$ cat src/hdl/rtg_pkg.sv
// Shared types, register codes and reset constants for the ramp/triangle generator.
`default_nettype none

package rtg_pkg;

  // Default number of fraction bits of the phase
  localparam int FRAC_BITS_DEF = 16;

  // Configuration register field widths
  localparam int MODE_W     = 2;
  localparam int STEP_W     = 17;
  localparam int DWELL_W    = 16;
  localparam int MARGIN_W   = 8;
  localparam int CFG_IDX_W  = 2;
  localparam int CFG_DATA_W = 17;

  // Input beat: advance in bit 0, zero padded to a byte
  localparam int IN_TDATA_W = 8;

  // Register indexes of the configuration port
  typedef enum logic [CFG_IDX_W-1:0] {
    CFG_STEP_MODE       = 2'd0,
    CFG_STEP_SIZE       = 2'd1,
    CFG_DWELL_TICKS     = 2'd2,
    CFG_BOUNDARY_MARGIN = 2'd3
  } rtg_cfg_idx_t;

  // Step modes
  typedef enum logic [MODE_W-1:0] {
    MODE_SINGLE     = 2'd0,
    MODE_REPEAT     = 2'd1,
    MODE_REVERSIBLE = 2'd2
  } rtg_mode_t;

  // Configuration register reset values
  localparam logic [MODE_W-1:0]   MODE_RST   = MODE_SINGLE;
  localparam logic [STEP_W-1:0]   STEP_RST   = 17'd656;
  localparam logic [DWELL_W-1:0]  DWELL_RST  = 16'd0;
  localparam logic [MARGIN_W-1:0] MARGIN_RST = 8'd1;

  typedef struct packed {
    logic [MODE_W-1:0]   step_mode;
    logic [STEP_W-1:0]   step_size;
    logic [DWELL_W-1:0]  dwell_ticks;
    logic [MARGIN_W-1:0] boundary_margin;
  } rtg_cfg_t;

  // Direction and dwell control state
  typedef struct packed {
    logic               going_down;
    logic               dwell_started;
    logic [DWELL_W-1:0] dwell_remaining;
  } rtg_ctl_t;

endpackage

`default_nettype wire

$ cat src/hdl/ramp_triangle_generator_with_dwell.sv
// Top level of the ramp/triangle phase accumulator with boundary dwell.
//
//   channel | direction | beat contents (low bit first)
//   --------+-----------+----------------------------------------------------
//   in_     | sink      | tdata: advance, zero pad to 8 bits
//   out_    | source    | tdata: t_value (FRAC_BITS+3), going_down, dwelling, pad
//   cfg_    | sink      | index 0..3, data: register value in low bits
//
// Every input beat yields exactly one output beat, registered in the cycle after
// acceptance; one beat per cycle is sustained while out_tready stays high, with the
// single output register holding the result until it is taken.
// in_tready drops only while a result waits and out_tready is low.
// rst_n is synchronous: it clears the phase, direction and dwell state, loads
// the register defaults and empties the output register. cfg_ready is always
// high; writes land on the next edge.
`default_nettype none

module ramp_triangle_generator_with_dwell #(
  parameter int FRAC_BITS = rtg_pkg::FRAC_BITS_DEF
) (
  input  wire logic                             clk,
  input  wire logic                             rst_n,
  // in_tdata: [0] advance, [7:1] zero
  input  wire logic                             in_tvalid,
  output logic                                  in_tready,
  input  wire logic [rtg_pkg::IN_TDATA_W-1:0]   in_tdata,
  // out_tdata: [FRAC_BITS+2:0] t_value, [FRAC_BITS+3] going_down,
  //            [FRAC_BITS+4] dwelling, rest zero
  output logic                                  out_tvalid,
  input  wire logic                             out_tready,
  output logic [((FRAC_BITS+5+7)/8)*8-1:0]      out_tdata,
  // configuration write channel
  input  wire logic                             cfg_valid,
  output logic                                  cfg_ready,
  input  wire logic [rtg_pkg::CFG_IDX_W-1:0]    cfg_index,
  input  wire logic [rtg_pkg::CFG_DATA_W-1:0]   cfg_data
);

  localparam int PW   = FRAC_BITS + 3;
  localparam int OUTW = ((FRAC_BITS + 5 + 7) / 8) * 8;

  rtg_pkg::rtg_cfg_t cfg_r;
  rtg_pkg::rtg_ctl_t ctl_r;
  rtg_pkg::rtg_ctl_t ctl_nxt;
  logic [PW-1:0]     phase_r;
  logic [PW-1:0]     phase_nxt;
  logic              out_valid_r;
  logic              out_valid_nxt;
  logic [OUTW-1:0]   out_data_r;
  logic              in_acc;

  // Accept whenever the output register is empty or being drained
  assign in_tready     = !out_valid_r || out_tready;
  assign in_acc        = in_tvalid && in_tready;
  assign out_valid_nxt = in_acc || (out_valid_r && !out_tready);
  assign out_tvalid    = out_valid_r;
  assign out_tdata     = out_data_r;
  assign cfg_ready     = 1'b1;

  // Configuration registers
  always_ff @(posedge clk) begin
    if (!rst_n) begin
      cfg_r.step_mode       <= rtg_pkg::MODE_RST;
      cfg_r.step_size       <= rtg_pkg::STEP_RST;
      cfg_r.dwell_ticks     <= rtg_pkg::DWELL_RST;
      cfg_r.boundary_margin <= rtg_pkg::MARGIN_RST;
    end else if (cfg_valid) begin
      case (cfg_index)
        rtg_pkg::CFG_STEP_MODE:
          cfg_r.step_mode <= cfg_data[rtg_pkg::MODE_W-1:0];
        rtg_pkg::CFG_STEP_SIZE:
          cfg_r.step_size <= cfg_data[rtg_pkg::STEP_W-1:0];
        rtg_pkg::CFG_DWELL_TICKS:
          cfg_r.dwell_ticks <= cfg_data[rtg_pkg::DWELL_W-1:0];
        rtg_pkg::CFG_BOUNDARY_MARGIN:
          cfg_r.boundary_margin <= cfg_data[rtg_pkg::MARGIN_W-1:0];
        default: begin
          cfg_r <= cfg_r;
        end
      endcase
    end
  end

  rtg_step #(
    .FRAC_BITS (FRAC_BITS)
  ) u_step (
    .advance   (in_tdata[0]),
    .cfg       (cfg_r),
    .phase     (phase_r),
    .ctl       (ctl_r),
    .phase_nxt (phase_nxt),
    .ctl_nxt   (ctl_nxt)
  );

  // Phase and control state advance only on an accepted beat
  always_ff @(posedge clk) begin
    if (!rst_n) begin
      phase_r     <= '0;
      ctl_r       <= '0;
      out_valid_r <= 1'b0;
    end else begin
      out_valid_r <= out_valid_nxt;
      if (in_acc) begin
        phase_r <= phase_nxt;
        ctl_r   <= ctl_nxt;
      end
    end
  end

  // Result payload: hold while stalled, load on accept
  always_ff @(posedge clk) begin
    if (in_acc) begin
      out_data_r <= OUTW'({ctl_nxt.dwell_started, ctl_nxt.going_down, phase_nxt});
    end
  end

endmodule

`default_nettype wire

$ cat src/hdl/rtg_step.sv
// Combinational next-state logic for one tick of the phase accumulator.
`default_nettype none

module rtg_step #(
  parameter int FRAC_BITS = rtg_pkg::FRAC_BITS_DEF
) (
  input  wire logic                   advance,
  input  wire rtg_pkg::rtg_cfg_t      cfg,
  input  wire logic [FRAC_BITS+2:0]   phase,
  input  wire rtg_pkg::rtg_ctl_t      ctl,
  output logic      [FRAC_BITS+2:0]   phase_nxt,
  output rtg_pkg::rtg_ctl_t           ctl_nxt
);

  localparam int PW  = FRAC_BITS + 3;
  localparam int SW  = PW + 1;
  localparam int XW  = SW + rtg_pkg::STEP_W;
  localparam int LSH = (FRAC_BITS >= 16) ? FRAC_BITS - 16 : 0;
  localparam int RSH = (FRAC_BITS < 16) ? 16 - FRAC_BITS : 0;

  localparam logic signed [SW-1:0] PMAX = SW'((1 << (PW - 1)) - 1);
  localparam logic signed [SW-1:0] PMIN = -SW'(1 << (PW - 1));
  localparam logic signed [PW-1:0] ONE  = PW'(1 << FRAC_BITS);

  logic        [XW-1:0] step_ext;
  logic        [XW-1:0] step_sh;
  logic signed [SW-1:0] step_s;
  logic        [PW-1:0] eps_ext;
  logic signed [PW-1:0] eps;
  logic signed [PW-1:0] top;
  logic signed [PW-1:0] bottom;
  logic signed [SW-1:0] ph_ext;
  logic signed [SW-1:0] sum;
  logic signed [PW-1:0] moved;
  logic                 hit_top;
  logic                 hit_bottom;
  logic                 dwell_go;
  logic [rtg_pkg::DWELL_W-1:0] rem;

  // Rescale the Q1.16 step and Q0.16 margin register values to the phase's fraction width
  assign step_ext = {{(XW-rtg_pkg::STEP_W){1'b0}}, cfg.step_size};
  assign step_sh  = (step_ext >> RSH) << LSH;
  assign step_s   = $signed(step_sh[SW-1:0]);
  assign eps_ext  = {{(PW-rtg_pkg::MARGIN_W){1'b0}}, cfg.boundary_margin};
  assign eps      = $signed((eps_ext >> RSH) << LSH);
  assign top      = ONE + eps;
  assign bottom   = -eps;

  // Move by one step and saturate to the phase range
  assign ph_ext = {phase[PW-1], phase};
  assign sum    = ctl.going_down ? ph_ext - step_s : ph_ext + step_s;

  always_comb begin
    if (sum > PMAX) begin
      moved = PMAX[PW-1:0];
    end else if (sum < PMIN) begin
      moved = PMIN[PW-1:0];
    end else begin
      moved = sum[PW-1:0];
    end
  end

  assign hit_top    = moved > top;
  assign hit_bottom = moved < bottom;

  always_comb begin
    phase_nxt = phase;
    ctl_nxt   = ctl;
    dwell_go  = 1'b0;
    rem       = ctl.dwell_remaining;
    if (advance) begin
      case (cfg.step_mode)
        rtg_pkg::MODE_SINGLE: begin
          if ($signed(phase) <= top) begin
            phase_nxt = moved;
          end
        end
        rtg_pkg::MODE_REPEAT, rtg_pkg::MODE_REVERSIBLE: begin
          phase_nxt = moved;
          if (hit_top || (cfg.step_mode == rtg_pkg::MODE_REVERSIBLE && hit_bottom)) begin
            // Arm the dwell on the first boundary tick
            if (!ctl.dwell_started && cfg.dwell_ticks != '0) begin
              ctl_nxt.dwell_started = 1'b1;
              rem                   = cfg.dwell_ticks;
            end
            dwell_go = rem != '0;
            if (dwell_go) begin
              // Hold at the boundary while the count runs down
              ctl_nxt.dwell_remaining = rem - 1'b1;
              phase_nxt               = hit_top ? top : bottom;
            end else begin
              // Restart and pick the new direction
              ctl_nxt.dwell_remaining = rem;
              ctl_nxt.dwell_started   = 1'b0;
              if (hit_top && cfg.step_mode == rtg_pkg::MODE_REVERSIBLE) begin
                phase_nxt          = ONE;
                ctl_nxt.going_down = 1'b1;
              end else begin
                phase_nxt          = '0;
                ctl_nxt.going_down = 1'b0;
              end
            end
          end
        end
        default: begin
          phase_nxt = phase;
        end
      endcase
    end
  end

endmodule

`default_nettype wire

$ cat config.mk
export PLATFORM = sky130hd
export DESIGN_NAME = ramp_triangle_generator_with_dwell
export DESIGN_NICKNAME = d
export VERILOG_FILES = /design/src/hdl/rtg_pkg.sv /design/src/hdl/ramp_triangle_generator_with_dwell.sv /design/src/hdl/rtg_step.sv
export SDC_FILE = /design/constraint.sdc
export NUM_CORES = 1
export LEC_CHECK = 0
export BUFFER_PORTS_ARGS = -buffer_cell sky130_fd_sc_hd__buf_4
export CORE_AREA = 10 10 132 134
export DETAILED_ROUTE_END_ITERATION = 10
export DIE_AREA = 0 0 142 144
export PLACE_DENSITY = 0.79
export SYNTH_ARGS = -nofsm -noshare
export SYNTH_HDL_FRONTEND = slang
export SYNTH_SLANG_ARGS = --single-unit
$ cat constraint.sdc
create_clock -name clk -period 6.4 [get_ports clk]
set_input_delay 1.28 -clock clk [delete_from_list [all_inputs] [get_ports clk]]
set_output_delay 1.28 -clock clk [all_outputs]
set_load 0.005 [all_outputs]
# Yosys cells after proc, flatten, opt, wreduce, memory -nomap -nowiden
# Index checks and enable logic that the tools add are counted.
[totals] regBits=102 in_bits=32 out_inout_bits=27 word_cells=67
[op_classes] addsub=5 magnitude_cmp=5 n_eq_ne=5 n_mux=21 reduce_logical=21
[ops] op="2-to-1 mux 19 bit" count=7
[ops] op="2-to-1 mux 16 bit" count=5
[ops] op="2-to-1 mux 18 bit" count=3
[ops] op="case mux 19 bit (2 select lines)" count=1
[ops] op="nonzero test 16 bit" count=2
[ops] op="adder 19 x 18 -> 20 bit" count=1
[ops] op="greater-than comparator 20 x 19 -> 1 bit, second input constant" count=1
[ops] op="< comparator 20 x 19 -> 1 bit, second input constant" count=1
[ops] op="2-to-1 mux 20 bit" count=1
[ops] op="subtractor 19 x 18 -> 20 bit" count=1
[ops] op="greater-than comparator 19 bit" count=1
[ops] op="<= comparator 19 bit" count=1
[ops] op="< comparator 19 bit" count=1
[ops] op="negation 8 -> 19 bit" count=1
[ops] op="adder 17 x 8 -> 18 bit, first input constant" count=1
[ops] op="2-to-1 mux 17 bit" count=1
[ops] op="subtractor 16 x 1 -> 16 bit, second input constant" count=1
[ops] op="AND reduction 2 bit" count=4
[ops] op="equality test 2 bit, second input constant" count=3
[ops] op="logical AND 1 bit" count=5
[ops] op="equality test 2 x 1 -> 1 bit, second input constant" count=2
[ops] op="zero test 2 bit" count=2
[ops] op="AND reduction 4 bit" count=1
[ops] op="zero test 1 bit" count=3
[ops] op="other kinds (4)" count=7

# Logic depth before layout (Yosys ltp)
# Gate-level depths: netlist of run 1.
[depth] ltp_word=16 depth_mapped=32 depth_no_buf=29

# By module
# A second synthesis of run 1 with hierarchy kept.
[hier_totals] hier_cells=1051 hier_area_um2=8197.9
[by_module_without_submodules] module="rtg_step" instances=1 cells_per_inst=693 area_each_um2=4549.4 seq_area_each_um2=0.0
[by_module_without_submodules] module="ramp_triangle_generator_with_dwell" instances=1 cells_per_inst=358 area_each_um2=3648.5 seq_area_each_um2=2252.2

# Least setup slack after synthesis of run 1
# Ideal clock, no wire load.
[synth_timing] path_kind="flip-flop to flip-flop" from="register cfg_r[26] (netlist name)" to="register out_data_r[6] (netlist: out_tdata[6]) (data pin)" setup_time_ps=152 t_arrival_ps=6454 required_ps=6248 slack_ps=-206 path_stages_with_launch=31 path_buffers=3 period_less_slack_ps=6606 path_cell_list="dfxtp_1 > or4_4 > nor3_1 > nand2_1 > nor2_1 > a21oi_1 > xnor2_1 > ha_1 > a21oi_1 > o21ai_0 > a221o_1 > a21oi_1 > nand3_1 > nand2b_1 > inv_1 > buf_1 > maj3_1 > inv_1 > ha_1 > or4_1 > o21ai_0 > a311oi_1 > nor4_1 > mux2i_1 > and2_1 > clkbuf_1 > clkbuf_1 > nand2_1 > nor4_1 > o31ai_1 > a31oi_1"
[synth_between] elab_chain_cells=11 word_cells_on_any_way=17 classes_between="add/sub (2); order compare (4); mux (9); reduce/logical (2)"
[synth_lines] element="from (decl)" line="ramp_triangle_generator_with_dwell.sv:42" rtl="rtg_pkg::rtg_cfg_t cfg_r;"
[synth_lines] element="from (signal assigned)" line="ramp_triangle_generator_with_dwell.sv:78" rtl="cfg_r <= cfg_r;"
[synth_lines] element="adder 19 x 18 -> 20 bit or subtractor 19 x 18 -> 20 bit (tied branches)" line="rtg_step.sv:51" rtl="assign sum = ctl.going_down ? ph_ext - step_s : ph_ext + step_s;"
[synth_lines] element="2-to-1 mux 20 bit (*)" line="rtg_step.sv:51"
[synth_lines] element="< comparator 20 x 19 -> 1 bit" line="rtg_step.sv:56" rtl="end else if (sum < PMIN) begin"
[synth_lines] element="2-to-1 mux 19 bit" line="rtg_step.sv:56"
[synth_lines] element="2-to-1 mux 19 bit (*)" line="rtg_step.sv:54" rtl="if (sum > PMAX) begin"
[synth_lines] element="greater-than comparator 19 bit or < comparator 19 bit (tied branches)" line="rtg_step.sv:63, rtg_step.sv:64"
[synth_lines] element="2-to-1 mux 19 bit or logical AND 1 bit (tied branches)" line="rtg_step.sv:90, rtg_step.sv:80"
[synth_lines] element="2-to-1 mux 19 bit or logical OR 1 bit (tied branches)" line="rtg_step.sv:87, rtg_step.sv:80"
[synth_lines] element="2-to-1 mux 19 bit" line="rtg_step.sv:80" rtl="if (hit_top || (cfg.step_mode == rtg_pkg::MODE_REVERSIBLE && hit_bottom)) begin"
[synth_lines] element="case mux 19 bit (2 select lines) (*)" line="rtg_step.sv:72" rtl="case (cfg.step_mode)"
[synth_lines] element="2-to-1 mux 19 bit (*)" line="rtg_step.sv:71" rtl="if (advance) begin"
[synth_lines] element="net phase_nxt[6]" line="ramp_triangle_generator_with_dwell.sv:46" rtl="logic [PW-1:0] phase_nxt;"
[synth_lines] element="to (signal assigned)" line="ramp_triangle_generator_with_dwell.sv:113" rtl="out_data_r <= OUTW'({ctl_nxt.dwell_started, ctl_nxt.going_down, phase_nxt});"
[synth_lines] element="to (decl)" line="ramp_triangle_generator_with_dwell.sv:49" rtl="logic [OUTW-1:0] out_data_r;"
# Mark *: on every way through the listed nets, which the timed path passes. The rest lies on a longest branch.
# A chain may end at the register's enable or synchronous reset.

# Worst setup path after layout of run 1
[layout_timing] from="register cfg_r[29] (netlist name)" to="register out_data_r[2] (netlist: out_tdata[2]) (data pin)"
# Same word-level chain as after synthesis.

==> metrics.md, run 1 <==
| Metric | Value |
|---|---|
| Outcome | finished, final reports clean |
| Final setup violation count | 0 |
| WS Path Type | reg2reg |
| Inst Count DP | 1,369 |
| Total CTS buffers | 9 |
| Internal power | 1.396 mW |
| Sink Count | about 100 |
| Slew margin rel. | 13.33% |
| CTS Buffer Depth | 2 |
| Max FO, Critical Path | 7 |
| Core Region | about 15,000 sq um |
| Setup slack after layout | around 0.035 ns |
| Via/cell ratio | 6.181 |
| Max cap viols | 0 |
| 1st-pass router iterations | 6 |
| Worst-margin pin slew | between 1 and 1.5 ns |
| Delay-heaviest family, CP | simple AND/OR/NAND/NOR gates |
| Worst-path clk slew | about 0.080 ns |
| # H-tree levels | 3 |
| Finished Cell Area | 10,310 sq um |
| Clock share of power | between 20 and 25% |
| Bufs and invs on worst path | 7 |
| Minimum clock period | approximately 6.4 ns |
| Die area | 20,450 sq um |
| Layout area overhead | 27.54% |
| # diodes | 0 |
| Final hold vios | 0 |
| Final ANT Viol Nets | 0 |
| Post-Syn Instances | ~1,100 |
| Residual overflow from global routing | 0 |
| Flop pwr share | around a third |
| Starting Density | a little over half |
| Dpl cell area | 9354 sq um |
| Post-Syn Area | ~8100 sq um |
| First-pass GRT wire length | around 38,000 microns |
| Initial antenna violation count | 0 |
| Vias | around 8,700 |
| Leak pwr | about 4.3 nW |
| Post-Layout Cell Count | 1,412 |
| Crit start category | flop |
| Cell variety after synth | 84 |
| Sequential share of the synthesized area | 27.87% |
| Syn Area/Cell | 7.546 sq um |
| Share of cells above drive strength 1 | 25.98% |
| Routed len/inst | about 18 microns |
| Yosys warnings | 0 |
| IO Pins | between 50 and 60 |
| Final HPWL from detailed placement | 18,440 microns |
| # rows | between 40 and 50 |
| CP peak stage delay | between 0.5 and 0.6 ns |
| Met2 wire length | about 12,000 microns |
| DRT Wirelength | roughly 25,000 microns |
| Worst Path Required | about 6.5 ns |
| Max Fclk | approximately 0.16 GHz |
| Most used cell along the critical path | buf_4 |
| Critical Path AT | 6.43 ns |
| Number of synthesized flops with an enable pin | 21 |
| Final setup skew | about 0.011 ns |
| RSZ-0062 raised after global routing | yes |
| Fraction of registers with async set/reset | 0% |
| Pwr Density | around 210 nW/um^2 |
| Switching Fraction | between 30% and 40% |
| Clock Latency Late Sink | between 0.3 and 0.4 ns |
| Synth Register Bits | between 100 and 150 |
| Met1 wire length | 10,120 microns |
| DR iter-0 viols | 768 |
| Peak supply drop | around 0.16 mV |
| Tot Pwr | 2.210 mW |
| Reg-to-Reg Start | cfg_r[29] |
| Routed length on met3 | around 2000 microns |
| CP max-delay cell | or4_4 |
| FILL cells | between 1,000 and 1,500 |
| Worst Setup End Kind | flop |
| TritonCTS clock tree | done |
| Pre-CTS WS | -0.3614 ns |
| Global-route usage over all layers | 22.47% |
| Vias in the first global route | just under 8,000 |
| Port Buffers | 47 |
| Fin nets | ~1,300 |
| Worst hold-check path type | reg2reg |
| Net Switching | a little over 0.8 mW |
| CTS root buf | clkbuf_16 |
| Post-CTS Hold Buffers | 0 |
| Top FF cell, synth | dfxtp_1 |
| Final slew viol count | 0 |
| DRC viols | 0 |
| Largest net degree at the start of global routing | 55 |
| Top layer reached by signal wires | met4 |
| Final worst path period share | 99.45% |
| Die height | approximately 140 microns |
| Crit path from | cfg_r[29] |
| Width of the die | 142 microns |
| Final Wtd Congestion | between 0.9 and 1 |
| Min-delay src | cfg_r[1] |
| Share of power burned in combinational logic | 42.2% |
registers in the layout, indices dropped and copies added, names as in the netlist:
name        cells
cfg_r          43
ctl_r          18
out_tdata      21
out_tvalid      1
phase_r        19
power groups by stage:
stage / logic, mW / clock network [mW] / registers [mW]
final: 0.933 / 0.544 / 0.733
after global routing: 1.01 / 0.568 / 0.736
after CTS: 0.842 / 0.546 / 0.731
after detailed placement: 0.807 / 0 / 0.745
after global placement: 0.787 / 0 / 0.744
after floorplan: 0.541 / 0 / 0.734
worst register-to-register path, delay by kind of cell (launching register included):
family / cells / cell delay (ns)
adders and majority gates: 2 / 0.62
and+or+nand+nor: 12 / 2.05
DFF: 1 / 0.32
muxes: 1 / 0.17
xor gates and xnor gates: 1 / 0.14
AOI/OAI and AO/OA: 7 / 1.80
buffers and inverters: 7 / 0.96
path summary, 6_finish.rpt:
path	endpoint	slack [ns]	depth (start not counted)
worst max-delay path	out_tdata[2]	0.03	30
worst min-delay path	cfg_r[1]	0.45	2
worst max register to register	out_tdata[2]	0.03	30
worst min register to register	cfg_r[1]	0.45	2
synthesized netlist by cell type, types with 7 or more instances:
| library cell | count | area, sq um |
|---|---|---|
| a211oi_1 | 7 | 52.55 |
| a21o_1 | 10 | 75.07 |
| a21oi_1 | 126 | 630.6 |
| a31oi_1 | 25 | 156.4 |
| and3_1 | 9 | 56.30 |
| clkbuf_1 | 47 | 176.4 |
| dfxtp_1 | 81 | 1622 |
| edfxtp_1 | 21 | 630.6 |
| ha_1 | 60 | 750.7 |
| inv_1 | 43 | 161.4 |
| maj3_1 | 11 | 110.1 |
| mux2_2 | 9 | 101.4 |
| mux2i_1 | 13 | 130.1 |
| nand2_1 | 160 | 600.6 |
| nand2b_1 | 10 | 62.56 |
| nand3_1 | 20 | 100.1 |
| nand4_1 | 10 | 62.56 |
| nor2_1 | 92 | 345.3 |
| nor2b_1 | 10 | 62.56 |
| nor3_1 | 36 | 180.2 |
| nor4_1 | 16 | 100.1 |
| o211ai_1 | 8 | 60.06 |
| o21a_1 | 15 | 112.6 |
| o21ai_0 | 63 | 315.3 |
| or3_1 | 14 | 87.58 |
| xnor2_1 | 28 | 245.2 |
| xor2_1 | 11 | 96.34 |
kinds of logic (layout without fill, tap and decap cells):
group	after synthesis	after routing	synth area share [%]
XOR/XNOR	39	39	4.227
flip-flops	102	102	27.87
AND/OR/NAND/NOR	405	405	23.47
adder cells (fa/ha/maj)	72	72	10.90
other	2	4	0.09293
multiplexers	22	22	2.864
AO/OA/AOI/OAI	324	325	25.27
buffers and inverters	105	255	5.310
metal layers:
layer,up-vias,GRT usage (%)
li1,4177,-
met1,4069,27.90
met2,396,37.38
met3,86,4.231
met4,0,9.198
met5,-,0
cell usage in the layout (no fill, tap or decap), types with 5 or more instances in the layout:
cell type | netlist | layout
xor2_1 | 11 | 11
a31oi_1 | 25 | 25
clkbuf_16 | 0 | 9
nand4_1 | 10 | 10
and3_1 | 9 | 7
o211ai_1 | 8 | 8
o21a_1 | 15 | 15
or3_1 | 14 | 11
o21ai_1 | 4 | 14
or2_2 | 6 | 6
mux2i_1 | 13 | 12
nor2b_1 | 10 | 9
buf_4 | 6 | 184
xnor2_1 | 28 | 27
ha_1 | 60 | 53
nand3_1 | 20 | 19
o21ai_0 | 63 | 48
maj3_2 | 0 | 10
nor3_1 | 36 | 35
mux2_2 | 9 | 9
dfxtp_1 | 81 | 81
buf_6 | 1 | 7
inv_1 | 43 | 40
nor2_1 | 92 | 87
o21ai_2 | 1 | 6
a21oi_2 | 1 | 11
ha_4 | 0 | 6
nand2_1 | 160 | 156
nor4_1 | 16 | 14
a211oi_1 | 7 | 5
edfxtp_1 | 21 | 21
a21oi_1 | 126 | 115
nand2b_1 | 10 | 8
a21o_1 | 10 | 10
layout make-up:
class | count | area (sq um) | area share, %
multi-input combinational | 867 | 5844 | 56.70
sequential | 102 | 2252 | 21.85
timing repair buffer | 194 | 1515 | 14.70
tap | 188 | 235.2 | 2.282
clock buffer | 9 | 225.2 | 2.185
inverter | 45 | 171.4 | 1.663
clock inverter | 7 | 63.81 | 0.6191
through the flow:
step	hold WS, ns	util, %	setup TNS [ns]
6_report	0.4537	69.34	0
3_3_place_gp	0.4437	62.93	-7.889
2_1_floorplan	0.4363	-	0
3_5_place_dp	0.4479	62.93	-12.78
4_1_cts	0.4580	66.27	0
5_1_grt	0.4913	69.34	-3.480
repair_timing:
| item | 4_1_cts | 5_1_grt |
|---|---|---|
| endpoints found under the setup margin | 58 | 58 |
| pin swaps | 11 | 58 |
| gates resized for setup | 34 | 79 |
| setup buffers | 9 | 18 |
| gates cloned | 1 | 0 |
Note: power is estimated with default switching activity, not from simulation.
==> run 2, diff against run 1 <==
--- a/config.mk
+++ b/config.mk
@@ -6,10 +6,11 @@
 export NUM_CORES = 1
 export LEC_CHECK = 0
 export BUFFER_PORTS_ARGS = -buffer_cell sky130_fd_sc_hd__buf_4
-export CORE_AREA = 10 10 132 134
+export CORE_AREA = 10 10 133 135
 export DETAILED_ROUTE_END_ITERATION = 10
-export DIE_AREA = 0 0 142 144
-export PLACE_DENSITY = 0.79
+export DIE_AREA = 0 0 143 145
+export PLACE_DENSITY = 0.78
+export SLEW_MARGIN = 20
 export SYNTH_ARGS = -nofsm -noshare
 export SYNTH_HDL_FRONTEND = slang
 export SYNTH_SLANG_ARGS = --single-unit
==> metrics.md, run 2 (synthesized netlist as in run 1, its figures left out) <==
| Metric | Value |
|---|---|
| Outcome | finished, violations left |
| Failing checks | setup timing |
| Minimum clock period | ~6.6 ns |
| CP peak stage delay | 0.58 ns |
| Peak supply drop | between 0.15 and 0.2 mV |
| Final HPWL from detailed placement | about 19,000 microns |
| Via/cell ratio | between 6 and 7 |
| Pwr Density | between 200 and 250 nW/um^2 |
| Multi-input gate area | around 6000 sq um |
| Most used cell along the critical path | buf_4 |
| Setup slack after layout | -0.2191 ns |
| Final setup violation count | 35 |
| Finished Cell Area | approximately 11,000 sq um |
| Layout area overhead | 31.71% |
| Width of the die | roughly 140 microns |
| Port Buffers | 47 |
| Worst Setup End Kind | flop |
| Routed len/inst | roughly 19 microns |
| Commonest non-fill, non-tap cells in the layout | 188 x buf_4, 151 x nand2_1, 110 x a21oi_1 |
| TritonCTS clock tree | done |
| Largest register by flop count | cfg_r |
| Share of cells above drive strength 1 | between 20 and 30% |
| # diodes | 0 |
| DRT Wirelength | 26,600 microns |
| Vias | between 8,000 and 9,000 |
| Final setup skew | roughly 0.011 ns |
| First-pass GRT wire length | about 40,000 microns |
| Final worst path period share | 103.4% |
| Max cap viols | 0 |
| Pre-CTS WS | -0.3517 ns |
| Starting Density | between 50% and 60% |
| Global-route usage over all layers | between 20% and 30% |
| Clock Latency Late Sink | 0.37 ns |
| # rows | 45 |
| Worst Reg-to-Reg Cells | 28 |
| Worst Path Required | around 6.5 ns |
| Max Fclk | about 0.15 GHz |
| Critical Path AT | about 6.7 ns |
| Worst-margin pin slew | between 1 and 1.5 ns |
| DRC viols | 0 |
| Slew margin rel. | ~29% |
| Fin nets | between 1,000 and 1,500 |
| Worst hold-check path type | reg2reg |
| Die area | 20,740 sq um |
| CP max-delay cell | or4_4 |
| RSZ-0062 raised after global routing | yes |
| Final Wtd Congestion | between 0.9 and 1 |
| Core Region | between 15,000 and 20,000 sq um |
| Most common cell after layout, fill and taps aside | buf_4 |
| Hold Path Depth | 2 |
| Residual overflow from global routing | 0 |
| Worst-path clk slew | around 0.080 ns |
| Total CTS buffers | 9 |
| Max FO, Critical Path | 6 |
| Final ANT Viol Nets | 0 |
| Sink Count | 102 |
| Initial antenna violation count | 0 |
| Crit start category | flop |
| Final slew viol count | 0 |
| CTS root buf | clkbuf_16 |
| Die height | 145 microns |
| DR iter-0 viols | about 920 |
| WS Path Type | reg2reg |
| Storage element area | about 2300 sq um |
| Leak pwr | 4.436 nW |
| Max reg flops | 43 |
| Largest net degree at the start of global routing | 55 |
| CTS Buffer Depth | 2 |
| FILL cells | around 1,100 |
| Final hold vios | 0 |
| # H-tree levels | 3 |
| Dpl cell area | roughly 9500 sq um |
| 1st-pass router iterations | 6 |
| Vias in the first global route | between 8,000 and 9,000 |
| IO Pins | 59 |
| Post-CTS Hold Buffers | 0 |
-- run 2: cell types whose count changed in the layout (fill, tap and decap cells not counted), sizes merged --
cell	before	now
buf	194	211
-- run 2: through the flow --
step           power, mW  utilization, %  setup TNS (ns)  hold WS [ns]  cells
6_report           2.308           70.80          -3.058        0.4660   1429
5_1_grt            2.422           70.80          -14.79        0.4925   1429
4_1_cts            2.172           66.48               0        0.4689   1408
3_5_place_dp       1.581           62.95          -10.86        0.4570   1382
3_3_place_gp       1.563           62.95          -4.703        0.4466   1382
2_1_floorplan      1.275               -               0        0.4363   1073
-- run 2: final cells by class --
class                   count  area share [%]
clock buffers               9           2.116
clock inverters             7          0.6935
inverters                  45           1.587
multi-input cells         867           56.06
flip-flops and latches    102           21.17
well taps                 188           2.210
repair buffers            211           16.16
-- run 2: routing by layer --
layer	track usage (%)	up-vias	share of wire, %
li1	-	4221	-
met1	28.99	4152	40
met5	0	-	0
met2	39.34	406	48
met3	4.465	111	7.6
met4	9.443	0	4.6
-- run 2: path summary, 6_finish.rpt --
| path | start | endpoint | slack (ns) |
|---|---|---|---|
| worst max-delay path | cfg_r[29] | out_tdata[11] | -0.22 |
| worst min-delay path | ctl_r[9] | ctl_r[9] | 0.47 |
| worst max register to register | cfg_r[29] | out_tdata[11] | -0.22 |
| worst min register to register | ctl_r[9] | ctl_r[9] | 0.47 |
-- run 2: worst max-delay path, delay by kind of cell, from the launching register on --
| kind | cells | cell delay (ns) |
|---|---|---|
| compound gates | 10 | 1.64 |
| xor+xnor | 1 | 0.21 |
| fa+ha+maj | 3 | 0.90 |
| buf+inv | 4 | 0.60 |
| flops | 1 | 0.33 |
| mux | 1 | 0.38 |
| simple gates | 9 | 2.29 |
-- run 2: timing repair --
item	CTS	global route
gates resized for setup	32	115
endpoints found under the setup margin	58	58
setup buffers	9	21
cloned	1	1
pin swaps	15	55
-- run 2: report_power, final --
group / switching, mW / internal (mW) / total, mW
Combinational: 0.549 / 0.466 / 1.02
Clock: 0.283 / 0.278 / 0.560
Sequential: 0.0370 / 0.696 / 0.733
==> run 3, diff against run 2 <==
--- a/config.mk
+++ b/config.mk
@@ -9,7 +9,7 @@
 export CORE_AREA = 10 10 133 135
 export DETAILED_ROUTE_END_ITERATION = 10
 export DIE_AREA = 0 0 143 145
-export PLACE_DENSITY = 0.78
+export PLACE_DENSITY = 0.74
 export SLEW_MARGIN = 20
 export SYNTH_ARGS = -nofsm -noshare
 export SYNTH_HDL_FRONTEND = slang
==> constraint.sdc (replaced) <==
create_clock -name clk -period 5.4 [get_ports clk]
set_input_delay 1.08 -clock clk [delete_from_list [all_inputs] [get_ports clk]]
set_output_delay 1.08 -clock clk [all_outputs]
set_load 0.005 [all_outputs]
==> metrics.md, run 3 (synthesized netlist as in run 1, its figures left out) <==
| Metric | Value |
|---|---|
| Flop pwr share | about 29% |
| Max reg flops | 43 |
| DRT Wirelength | roughly 31,000 microns |
| DR iter-0 viols | 1,157 |
| Critical Path AT | ~6.6 ns |
| Largest register by flop count | cfg_r |
| Minimum clock period | ~6.5 ns |
| Worst Setup End Kind | flop |
| Final ANT Viol Nets | 0 |
| 1st-pass router iterations | 8 |
| Vias | slightly below 10,000 |
| Slew margin rel. | between 20 and 30% |
| Max FO, Critical Path | 8 |
| Failing checks | setup timing |
| Initial antenna violation count | 0 |
| Final setup skew | ~0.012 ns |
| Worst-margin pin slew | 1.043 ns |
| Core Region | between 15,000 and 20,000 sq um |
| CP peak stage delay | ~0.59 ns |
| Most common cell after layout, fill and taps aside | buf_4 |
| Finished Cell Area | 11,630 sq um |
| CP max-delay cell | a221oi_4 |
| Pwr Density | between 200 and 300 nW/um^2 |
| Final worst path period share | 121.2% |
| # rows | 45 |
| Port Buffers | 47 |
| Post-CTS Hold Buffers | 0 |
| Layout area overhead | 43.92% |
| Delay-heaviest family, CP | compound AO/OA/AOI/OAI gates |
| Dpl cell area | a little under 10,000 sq um |
| Leak pwr | slightly below 5 nW |
| Commonest non-fill, non-tap cells in the layout | 251 x buf_4, 150 x nand2_1, 96 x a21oi_1 |
| RSZ-0062 raised after global routing | yes |
| Width of the die | between 100 and 150 microns |
| CTS root buf | clkbuf_16 |
| Setup TNS | -58.09 ns |
| Worst hold-check path type | reg2reg |
| Bufs and invs on worst path | 3 |
| WS Path Type | reg2reg |
| Die height | 145 microns |
| Final slew viol count | 0 |
| DRC viols | 0 |
| Worst-path clk slew | about 0.080 ns |
| Die area | ~21,000 sq um |
| Internal power | between 1.5 and 2 mW |
| Pre-CTS WS | -1.042 ns |
| Share of power burned in combinational logic | between 40% and 50% |
| Max cap viols | 0 |
| Net Switching | approximately 1.1 mW |
| Most used cell along the critical path | a21oi_2 |
| Crit start category | flop |
| Sink Count | between 100 and 150 |
| Final setup violation count | 58 |
| First-pass GRT wire length | between 40,000 and 50,000 microns |
| Max Fclk | 0.1528 GHz |
| Setup slack after layout | -1.146 ns |
| Final hold vios | 0 |
| IO Pins | around 60 |
| # diodes | 0 |
| Final Wtd Congestion | between 0.9 and 1 |
| Starting Density | a little over half |
| Clock Latency Late Sink | ~0.37 ns |
| Clock share of power | between 20 and 25% |
| Via/cell ratio | ~6.5 |
| Fin nets | 1,410 |
| Largest net degree at the start of global routing | between 50 and 60 |
| Share of cells above drive strength 1 | approximately 36% |
| Worst Path Required | roughly 5.5 ns |
| Peak supply drop | slightly below 0.2 mV |
| TritonCTS clock tree | done |
| Global-route usage over all layers | 26.95% |
| Vias in the first global route | about 9,000 |
| Residual overflow from global routing | 0 |
| Total CTS buffers | 9 |
| Routed len/inst | slightly above 20 microns |
| Switching Fraction | 38.22% |
| Outcome | finished, violations left |
| # H-tree levels | 3 |
| CTS Buffer Depth | 2 |
| Final HPWL from detailed placement | 19,540 microns |
run 3: changes by cell type in the layout (fill, tap and decap cells not counted), sizes merged:
cell,before,now
buf,211,290
clkbuf,9,10
inv,49,48
o21ai,69,71
run 3: cell type report:
class	instances	area, sq um
clock buffers	10	250.2
clock inverters	6	57.56
fillers	994	3402
inverters	45	171.4
multi-input cells	869	6297
flip-flops and latches	102	2257
well taps	188	235.2
repair buffers	290	2362
run 3: worst register-to-register path: cells and delay by family (launching register included):
| family | cells | cell delay, ns |
|---|---|---|
| AOI/OAI and AO/OA | 15 | 2.62 |
| xor gates and xnor gates | 1 | 0.16 |
| adders and majority gates | 3 | 0.99 |
| buffers and inverters | 3 | 0.52 |
| DFF | 1 | 0.32 |
| muxes | 1 | 0.17 |
| and+or+nand+nor | 6 | 1.45 |
run 3: final timing paths:
check / cells after the start / slack [ns] / endpoint / startpoint
worst min register to register: 2 / 0.47 / ctl_r[9] / ctl_r[9]
worst max-delay path: 29 / -1.15 / out_tdata[16] / cfg_r[27]
worst min-delay path: 2 / 0.47 / ctl_r[9] / ctl_r[9]
worst max register to register: 29 / -1.15 / out_tdata[16] / cfg_r[27]
run 3: what timing repair did:
item | CTS | global route
gates resized for setup | 125 | 70
setup endpoints to repair | 58 | 58
pin swaps | 74 | 49
buffers inserted | 43 | 26
gates cloned | 3 | 0
run 3: metal layers:
| metal | global-route usage [%] | vias up | wire length [microns] |
|---|---|---|---|
| met1 | 31.55 | 4584 | 11620 |
| li1 | - | 4378 | - |
| met5 | 0 | - | 0 |
| met2 | 45.27 | 634 | 15130 |
| met4 | 11.97 | 0 | 1661 |
| met3 | 6.551 | 163 | 2986 |
run 3: per-stage QoR:
step	std cells	power (mW)	util [%]	hold slack (ns)
final	1510	2.958	77.37	0.4694
after CTS	1485	2.765	74.21	0.4742
after global placement	1424	1.891	65.68	0.4437
after detailed placement	1424	1.914	65.72	0.4642
after global routing	1510	3.075	77.37	0.4995
after floorplan	1073	1.529	-	0.4363
run 3: power groups by stage:
stage	Clock, mW	Combinational (mW)	Sequential (mW)
6_report	0.680	1.41	0.863
5_1_grt	0.706	1.50	0.867
4_1_cts	0.679	1.23	0.860
3_5_place_dp	0	1.04	0.876
3_3_place_gp	0	1.02	0.876
2_1_floorplan	0	0.659	0.870
